## src/rtl/core/scfp_pkg.sv

```systemverilog
// Package with the shared types and constants of the serial command frame parser.
package scfp_pkg;

  localparam int unsigned SELECT_ENTRIES = 9;
  localparam int unsigned FRAME_BYTES    = 5;
  // The last payload byte is not stored; it is used straight from the input register.
  localparam int unsigned STORE_DEPTH    = FRAME_BYTES - 1;
  localparam int unsigned CNT_W          = 3;
  localparam int unsigned IDX_W          = 4;

  localparam logic [CNT_W-1:0] LAST_CNT    = CNT_W'(FRAME_BYTES - 1);
  localparam logic [7:0]       SEL_LIMIT   = 8'(SELECT_ENTRIES);

  localparam logic [7:0] HDR_BYTE    = 8'hF0;
  localparam logic [7:0] SW_ON_BYTE  = 8'h0A;
  localparam logic [7:0] SW_OFF_BYTE = 8'hB0;
  localparam logic [7:0] MODE_DROP   = 8'h00;
  localparam logic [7:0] MODE_SELECT = 8'h01;
  localparam logic [7:0] MODE_SWITCH = 8'h02;

  typedef enum logic [2:0] {
    PH_IDLE,
    PH_MODE,
    PH_COLLECT0,
    PH_COLLECT1,
    PH_COLLECT2
  } phase_e;

  typedef enum logic [2:0] {
    ST_NONE,
    ST_DROPPED,
    ST_SEL_OK,
    ST_BAD_INDEX,
    ST_SW_ON,
    ST_SW_OFF,
    ST_SW_REJECT
  } status_e;

  typedef struct packed {
    logic             switch_on;
    logic             select_write;
    logic [IDX_W-1:0] select_index;
    logic [7:0]       select_value;
    status_e          frame_status;
  } result_t;

endpackage

```

## src/rtl/core/scfp_if.sv

```systemverilog
// Handshake interfaces for the received byte and the per-byte result.
interface scfp_byte_if;
  logic       valid;
  logic       ready;
  logic [7:0] rx_byte;

  modport source (output valid, output rx_byte, input ready);
  modport sink (input valid, input rx_byte, output ready);
endinterface

interface scfp_result_if;
  logic       valid;
  logic       ready;
  logic       switch_on;
  logic       select_write;
  logic [3:0] select_index;
  logic [7:0] select_value;
  logic [2:0] frame_status;

  modport source (
    output valid, output switch_on, output select_write, output select_index,
    output select_value, output frame_status, input ready
  );
  modport sink (
    input valid, input switch_on, input select_write, input select_index,
    input select_value, input frame_status, output ready
  );
endinterface

```

## src/rtl/core/scfp_f2u.sv

```systemverilog
// Conversion of IEEE single bits to an unsigned byte, truncated and saturated.
module scfp_f2u (
  input  logic [31:0] bits_i,
  output logic [7:0]  value_o
);
  localparam logic [7:0] EXP_BIAS = 8'd127;
  localparam logic [7:0] EXP_SAT  = 8'd135;
  localparam logic [7:0] EXP_SPEC = 8'hFF;

  logic       sign;
  logic [7:0] expo;
  logic [22:0] mant;
  logic [2:0] rsh;

  assign sign = bits_i[31];
  assign expo = bits_i[30:23];
  assign mant = bits_i[22:0];
  // Unbiased exponent e lies in 0..7 on the normal path; shift right by 7 - e.
  assign rsh  = 3'(EXP_SAT - 8'd1 - expo);

  always_comb begin
    if (expo == EXP_SPEC) begin
      value_o = (mant != '0 || sign) ? 8'd0 : 8'd255;
    end else if (sign || expo < EXP_BIAS) begin
      value_o = 8'd0;
    end else if (expo >= EXP_SAT) begin
      value_o = 8'd255;
    end else begin
      value_o = {1'b1, mant[22:16]} >> rsh;
    end
  end
endmodule

```

## src/rtl/core/scfp_core.sv

```systemverilog
// Frame parser state machine: phase, byte count, payload store and switch flag.
module scfp_core (
  input  logic              clk_i,
  input  logic              rst_ni,
  input  logic              step_i,
  input  logic [7:0]        byte_i,
  output scfp_pkg::result_t result_o
);
  import scfp_pkg::*;

  phase_e           phase_q, phase_d;
  logic [CNT_W-1:0] count_q, count_d;
  logic             flag_q, flag_d;
  logic [7:0]       frame_store [STORE_DEPTH];
  logic             collecting;
  logic             last_byte;
  logic [7:0]       fval;
  logic             all_on;
  logic             all_off;

  assign collecting = phase_q inside {PH_COLLECT0, PH_COLLECT1, PH_COLLECT2};
  assign last_byte  = collecting && (count_q == LAST_CNT);

  scfp_f2u u_f2u (
    .bits_i  ({frame_store[1], frame_store[2], frame_store[3], byte_i}),
    .value_o (fval)
  );

  always_comb begin
    all_on  = (byte_i == SW_ON_BYTE);
    all_off = (byte_i == SW_OFF_BYTE);
    for (int i = 0; i < STORE_DEPTH; i++) begin
      all_on  = all_on && (frame_store[i] == SW_ON_BYTE);
      all_off = all_off && (frame_store[i] == SW_OFF_BYTE);
    end
  end

  // Next state.
  always_comb begin
    phase_d = phase_q;
    count_d = count_q;
    case (phase_q)
      PH_IDLE: begin
        if (byte_i == HDR_BYTE) phase_d = PH_MODE;
      end
      PH_MODE: begin
        count_d = '0;
        case (byte_i)
          MODE_DROP:   phase_d = PH_COLLECT0;
          MODE_SELECT: phase_d = PH_COLLECT1;
          MODE_SWITCH: phase_d = PH_COLLECT2;
          default:     phase_d = PH_MODE;
        endcase
      end
      PH_COLLECT0, PH_COLLECT1, PH_COLLECT2: begin
        if (last_byte) begin
          phase_d = PH_IDLE;
          count_d = '0;
        end else begin
          count_d = count_q + CNT_W'(1);
        end
      end
      default: begin
        phase_d = PH_IDLE;
        count_d = '0;
      end
    endcase
  end

  // Outputs.
  always_comb begin
    flag_d                = flag_q;
    result_o.select_write = 1'b0;
    result_o.select_index = '0;
    result_o.select_value = '0;
    result_o.frame_status = ST_NONE;
    if (last_byte) begin
      case (phase_q)
        PH_COLLECT0: result_o.frame_status = ST_DROPPED;
        PH_COLLECT1: begin
          if (frame_store[0] < SEL_LIMIT) begin
            result_o.select_write = 1'b1;
            result_o.select_index = frame_store[0][IDX_W-1:0];
            result_o.select_value = fval;
            result_o.frame_status = ST_SEL_OK;
          end else begin
            result_o.frame_status = ST_BAD_INDEX;
          end
        end
        PH_COLLECT2: begin
          if (all_on) begin
            flag_d                = 1'b1;
            result_o.frame_status = ST_SW_ON;
          end else if (all_off) begin
            flag_d                = 1'b0;
            result_o.frame_status = ST_SW_OFF;
          end else begin
            result_o.frame_status = ST_SW_REJECT;
          end
        end
        default: result_o.frame_status = ST_NONE;
      endcase
    end
    result_o.switch_on = flag_d;
  end

  always_ff @(posedge clk_i or negedge rst_ni) begin
    if (!rst_ni) begin
      phase_q <= PH_IDLE;
      count_q <= '0;
      flag_q  <= 1'b0;
    end else if (step_i) begin
      phase_q <= phase_d;
      count_q <= count_d;
      flag_q  <= flag_d;
    end
  end

  always_ff @(posedge clk_i) begin
    if (step_i && collecting && !last_byte) begin
      frame_store[count_q[1:0]] <= byte_i;
    end
  end

  a_idle_count: assert property (@(posedge clk_i) disable iff (!rst_ni)
    (phase_q == PH_IDLE || phase_q == PH_MODE) |-> count_q == '0)
    else $error("byte count not cleared outside a frame");

  a_frame_ends: assert property (@(posedge clk_i) disable iff (!rst_ni)
    (step_i && result_o.frame_status != ST_NONE) |=> phase_q == PH_IDLE)
    else $error("parser did not return to idle after a frame");

  a_write_status: assert property (@(posedge clk_i) disable iff (!rst_ni)
    result_o.select_write |-> (result_o.frame_status == ST_SEL_OK && phase_q == PH_COLLECT1))
    else $error("select write outside a good select frame");

  a_flag_on: assert property (@(posedge clk_i) disable iff (!rst_ni)
    (step_i && result_o.frame_status == ST_SW_ON) |=> flag_q)
    else $error("switch flag not set after an on frame");

  a_flag_hold: assert property (@(posedge clk_i) disable iff (!rst_ni)
    (step_i && result_o.frame_status != ST_SW_ON && result_o.frame_status != ST_SW_OFF)
      |=> flag_q == $past(flag_q))
    else $error("switch flag changed without a switch frame");
endmodule

```

## src/rtl/core/serial_command_frame_parser.sv

```systemverilog
// Top level of the serial command frame parser: input register, parser and result register.
// Each accepted byte yields exactly one result: the byte is held in the input register,
// then passes through the parser into the result register. A byte can be accepted every
// cycle while the output is not stalled; the input register and the result register
// together let a new byte enter while a finished result still waits to be taken. A frame
// is the header byte 0xF0, a mode byte (0, 1 or 2; other bytes are skipped), and five
// payload bytes. Mode 1 reports an index and a float converted to an unsigned byte with
// truncation and saturation; mode 2 switches the on/off flag; mode 0 frames are dropped.
module serial_command_frame_parser (
  input  logic       clk_i,
  input  logic       rst_ni,
  scfp_byte_if.sink  in_i,
  scfp_result_if.source res_o
);
  import scfp_pkg::*;

  logic       in_valid_q;
  logic [7:0] in_byte_q;
  logic       res_valid_q;
  result_t    res_q;
  result_t    core_res;
  logic       step;

  // The parser advances when a request is held and the result register is free or being emptied.
  assign step       = in_valid_q && (!res_valid_q || res_o.ready);
  assign in_i.ready = !in_valid_q || step;

  scfp_core u_core (
    .clk_i    (clk_i),
    .rst_ni   (rst_ni),
    .step_i   (step),
    .byte_i   (in_byte_q),
    .result_o (core_res)
  );

  always_ff @(posedge clk_i or negedge rst_ni) begin
    if (!rst_ni) begin
      in_valid_q  <= 1'b0;
      res_valid_q <= 1'b0;
    end else begin
      if (in_i.ready) in_valid_q <= in_i.valid;
      if (step) begin
        res_valid_q <= 1'b1;
      end else if (res_o.ready) begin
        res_valid_q <= 1'b0;
      end
    end
  end

  always_ff @(posedge clk_i) begin
    if (in_i.ready && in_i.valid) in_byte_q <= in_i.rx_byte;
    if (step) res_q <= core_res;
  end

  assign res_o.valid        = res_valid_q;
  assign res_o.switch_on    = res_q.switch_on;
  assign res_o.select_write = res_q.select_write;
  assign res_o.select_index = res_q.select_index;
  assign res_o.select_value = res_q.select_value;
  assign res_o.frame_status = res_q.frame_status;

  a_no_overwrite: assert property (@(posedge clk_i) disable iff (!rst_ni)
    (res_valid_q && !res_o.ready) |=> (res_valid_q && $stable(res_q)))
    else $error("pending result overwritten");

  a_in_hold: assert property (@(posedge clk_i) disable iff (!rst_ni)
    (in_valid_q && !step) |=> (in_valid_q && $stable(in_byte_q)))
    else $error("held request lost before the parser took it");

  a_step_fills: assert property (@(posedge clk_i) disable iff (!rst_ni)
    step |=> res_valid_q)
    else $error("parser step did not fill the result register");
endmodule

```

## src/flat_wrapper.sv

```systemverilog
// flat-port wrapper written by rule: the top's interface ports become plain ports
module serial_command_frame_parser_flat import scfp_pkg::*;
  (clk_i, rst_ni, in_i_valid, in_i_rx_byte, in_i_ready, res_o_valid, res_o_switch_on, res_o_select_write, res_o_select_index, res_o_select_value, res_o_frame_status, res_o_ready);
  scfp_byte_if in_i_i ();
  scfp_result_if res_o_i ();
  input  logic clk_i;
  input  logic rst_ni;
  input wire logic [$bits(in_i_i.valid)-1:0] in_i_valid;
  input wire logic [$bits(in_i_i.rx_byte)-1:0] in_i_rx_byte;
  output wire logic [$bits(in_i_i.ready)-1:0] in_i_ready;
  output wire logic [$bits(res_o_i.valid)-1:0] res_o_valid;
  output wire logic [$bits(res_o_i.switch_on)-1:0] res_o_switch_on;
  output wire logic [$bits(res_o_i.select_write)-1:0] res_o_select_write;
  output wire logic [$bits(res_o_i.select_index)-1:0] res_o_select_index;
  output wire logic [$bits(res_o_i.select_value)-1:0] res_o_select_value;
  output wire logic [$bits(res_o_i.frame_status)-1:0] res_o_frame_status;
  input wire logic [$bits(res_o_i.ready)-1:0] res_o_ready;
  assign in_i_i.valid = in_i_valid;
  assign in_i_i.rx_byte = in_i_rx_byte;
  assign in_i_ready = in_i_i.ready;
  assign res_o_valid = res_o_i.valid;
  assign res_o_switch_on = res_o_i.switch_on;
  assign res_o_select_write = res_o_i.select_write;
  assign res_o_select_index = res_o_i.select_index;
  assign res_o_select_value = res_o_i.select_value;
  assign res_o_frame_status = res_o_i.frame_status;
  assign res_o_i.ready = res_o_ready;
  serial_command_frame_parser u_core (.clk_i(clk_i), .rst_ni(rst_ni), .in_i(in_i_i), .res_o(res_o_i));
endmodule
```

## config.mk

```make
export PLATFORM = sky130hd
export DESIGN_NAME = serial_command_frame_parser_flat
export DESIGN_NICKNAME = d
export VERILOG_FILES = /design/src/rtl/core/scfp_pkg.sv /design/src/rtl/core/scfp_if.sv /design/src/rtl/core/scfp_f2u.sv /design/src/rtl/core/scfp_core.sv /design/src/rtl/core/serial_command_frame_parser.sv /design/src/flat_wrapper.sv
export SDC_FILE = /design/constraint.sdc
export NUM_CORES = 1
export LEC_CHECK = 0
export BUFFER_PORTS_ARGS = -buffer_cell sky130_fd_sc_hd__buf_2
export CORE_MARGIN = 5
export CORE_UTILIZATION = 55
export DETAILED_ROUTE_END_ITERATION = 10
export PLACE_DENSITY_LB_ADDON = 0.15
export SLEW_MARGIN = 20
export SYNTH_ARGS = -nofsm -noshare
export SYNTH_HDL_FRONTEND = slang
export SYNTH_HIERARCHICAL = 1
export SYNTH_SLANG_ARGS = --single-unit
export TNS_END_PERCENT = 1
```

## constraint.sdc

```tcl
create_clock -name clk_i -period 6.7 [get_ports clk_i]
set_input_delay 0.335 -clock clk_i [delete_from_list [all_inputs] [get_ports clk_i]]
set_output_delay 0.335 -clock clk_i [all_outputs]
set_load 0.02 [all_outputs]
```

==> impl_metrics.toml <==
[grt]
gr-usage-all-layers = 0.182
antenna_found_initial = 0
grt_pass1_wl_mm = 10.0
grt_pass1_vias = 1985
grt_max_degree = 28
overflow = 0

[sta]
hold_viol = 0
hold_slack_ns = 0.165
finalMaxSlewViolations = 0
tightest_slew_ns = 0.990
finalCriticalPeriod_ns = 2.40
slew_headroom = 0.340
setup_viol = 0
rsz0062_at_grt = "no"
setup_tns_ns = 0
max_freq_mhz = 417
finClkSkew_ns = 0.00978
fin_crit_sh = 0.358

[die]
num_io_pins = 31
start_util = 0.570
die_x_um = 85.7
core_mm2 = 0.00554
dieArea_mm2 = 0.00735
die_y_um = 85.7
std_cell_rows = 27

[worst_setup_path]
worst-path-buf-inv = 0
path_class = "register to register"
crit_path_top_delay_cell = "and2_1"
path_max_fanout = 27
cpPeakStageDelay_ns = 0.78
cp_top_family = "simple AND/OR/NAND/NOR gates"
cp.required_ns = 6.68
critical_path_arrival_ns = 2.37
crit_chain = "nand2b_1 > and2_1 > nand2_1 > nor2_1"
cp-end-kind = "register"
critPathLaunchType = "register"

[yosys]
ys.flop_type = "edfxtp_1"
yosys_warnings = 6
yosysSeqAreaShare = 0.614
synth_seq_cells = 66
avgSynthCellArea_um2 = 13.7
syn_inst = 231
synth-async-reset-ratio = 0.136
synth-edff-count = 57
yosysUniqueCellTypes = 56
synth_nets = 249
syn-cell-area_mm2 = 0.00316

[status]
status = "finished clean"

[place]
gp_congestion = 0.813
port_buffers = 30
dp_hpwl_mm = 4.31
placed_area_mm2 = 0.00337

[clock_network]
htreeDepth = 3
cts_setup_buffers = 0
cts-root-buf = "clkbuf_8"
cts_buffer_depth = 2
cts.sinks = 66
cts_made_buffers = 9
clk_pin_slew_ns = 0.07
clock_latency_ns = 0.34
tritoncts = "done"

[final_layout]
nFillCells = 445
final_common_cell = "edfxtp_1"
final_cell_mix = "edfxtp_1, buf_2, and2_1"
utilization = 0.649
drive_above_1_share = 0.253
area_delta_synth_final_pct = 13.9
ff_latch_area_mm2 = 0.00194
multi_input_area_mm2 = 0.00115
n_antenna_cell = 0
final_net_count = 286
design_area_mm2 = 0.00359

[route]
drt_iter0_drc = 178
routedWlPerCell_um = 17.3
drt-total-wl_mm = 5.97
drc = 0
via_per_inst = 5.98
dr.pass1.iters = 4
ant_nets = 0
vias = 2064

[power_and_ir_drop]
power_density_mw_per_mm2 = 241
p_leak_nw = 1.31
vdd_drop_max_mv = 0.170
p_total_mw = 0.866

[hold_path]
holdCritPathClass = "input port to register"

[run]
max_cap_violations = 0
-- through the flow --
stage               cells  worst slack [ns]
floorplan             231              4.46
global placement      328              4.35
detailed placement    328              4.24
CTS                   345              4.26
global route          345              4.06
finish                345              4.30
-- cell families (layout without fill, tap and decap cells) --
kind of cell / after synthesis / after routing / share of synthesized area
DFF: 66 / 66 / 0.614
AOI/OAI and AO/OA: 36 / 36 / 0.0698
and+or+nand+nor: 98 / 98 / 0.223
muxes: 9 / 9 / 0.0412
buffers and inverters: 14 / 56 / 0.0202
xor gates and xnor gates: 2 / 2 / 0.00793
adders and majority gates: 6 / 6 / 0.0238
-- power breakdown --
part           internal, mW  total (mW)  switching (mW)
Combinational        0.0131      0.0359          0.0228
Sequential            0.459       0.469          0.0103
Clock                 0.208       0.361           0.153
Total                 0.680       0.866           0.186
-- layer usage --
metal	vias up	wire length [um]	track usage
li1	977	-	-
met1	980	2530	0.240
met2	98	2820	0.280
met3	9	514	0.0509
met4	0	107	0.0820
met5	-	0	0
-- cells in the mapped netlist, types with 3 or more instances --
| library cell | count | area, um^2 |
|---|---|---|
| edfxtp_1 | 57 | 1710 |
| and2_1 | 16 | 100 |
| dfrtp_1 | 9 | 225 |
| inv_1 | 9 | 33.8 |
| nor2_1 | 9 | 33.8 |
| nor4_1 | 8 | 50.1 |
| o21ai_1 | 8 | 40.0 |
| o21ai_0 | 7 | 35.0 |
| ha_1 | 6 | 75.1 |
| nand2_1 | 6 | 22.5 |
| nand4_1 | 6 | 37.5 |
| a21oi_1 | 5 | 25.0 |
| nand2b_1 | 5 | 31.3 |
| nor3_1 | 5 | 25.0 |
| nor4bb_1 | 5 | 50.1 |
| a211oi_1 | 4 | 30.0 |
| mux2i_1 | 4 | 40.0 |
| and3_1 | 3 | 18.8 |
| clkbuf_1 | 3 | 11.3 |
| mux4_2 | 3 | 67.6 |
| nand3_1 | 3 | 15.0 |
| nor3b_1 | 3 | 22.5 |
| o22ai_1 | 3 | 18.8 |
-- repair_timing --
item,in CTS,in global routing
hold buffers,1,0
gates resized for setup,0,0
setup endpoints to repair,0,0
endpoints found under the hold margin,9,0
-- area by class of cell --
| cell class | count | share of cell area |
|---|---|---|
| flip-flops and latches | 66 | 0.539 |
| well taps | 72 | 0.0251 |
| clock buffers | 9 | 0.0345 |
| clock inverters | 7 | 0.0261 |
| repair buffers | 31 | 0.0446 |
| inverters | 9 | 0.00940 |
| multi-input cells | 151 | 0.321 |
-- state kept, by name, summed over array words and instances, names as in the netlist --
signal,flops
u_core/u_core/frame_store,32
u_core/in_byte_q,8
u_core/res_o.select_value,8
u_core/res_o.select_index,4
u_core/res_o.frame_status,3
u_core/u_core/count_q,3
u_core/u_core/phase_q,3
u_core/in_valid_q,1
u_core/res_o.select_write,1
u_core/res_o.switch_on,1
u_core/res_o.valid,1
u_core/u_core/flag_q,1
-- final timing paths --
path / endpoint / slack [ns] / cells after the start / start
max: u_core/u_core/frame_store[3][6]$_DFFE_PP_ / 4.30 / 4 / u_core/res_o.valid$_DFFE_PN0P_
min: u_core/in_byte_q[3]$_DFFE_PP_ / 0.16 / 1 / in_i_rx_byte[3]
max reg2reg: u_core/u_core/frame_store[3][6]$_DFFE_PP_ / 4.30 / 4 / u_core/res_o.valid$_DFFE_PN0P_
min reg2reg: u_core/u_core/flag_q$_DFFE_PN0P_ / 0.54 / 2 / u_core/u_core/flag_q$_DFFE_PN0P_
max in group asynchronous: u_core/u_core/phase_q[1]$_DFFE_PN0P_ / 6.15 / 2 / rst_ni
min in group asynchronous: u_core/u_core/count_q[1]$_DFFE_PN0P_ / 0.36 / 2 / rst_ni
(Power assumes the default switching activity.)
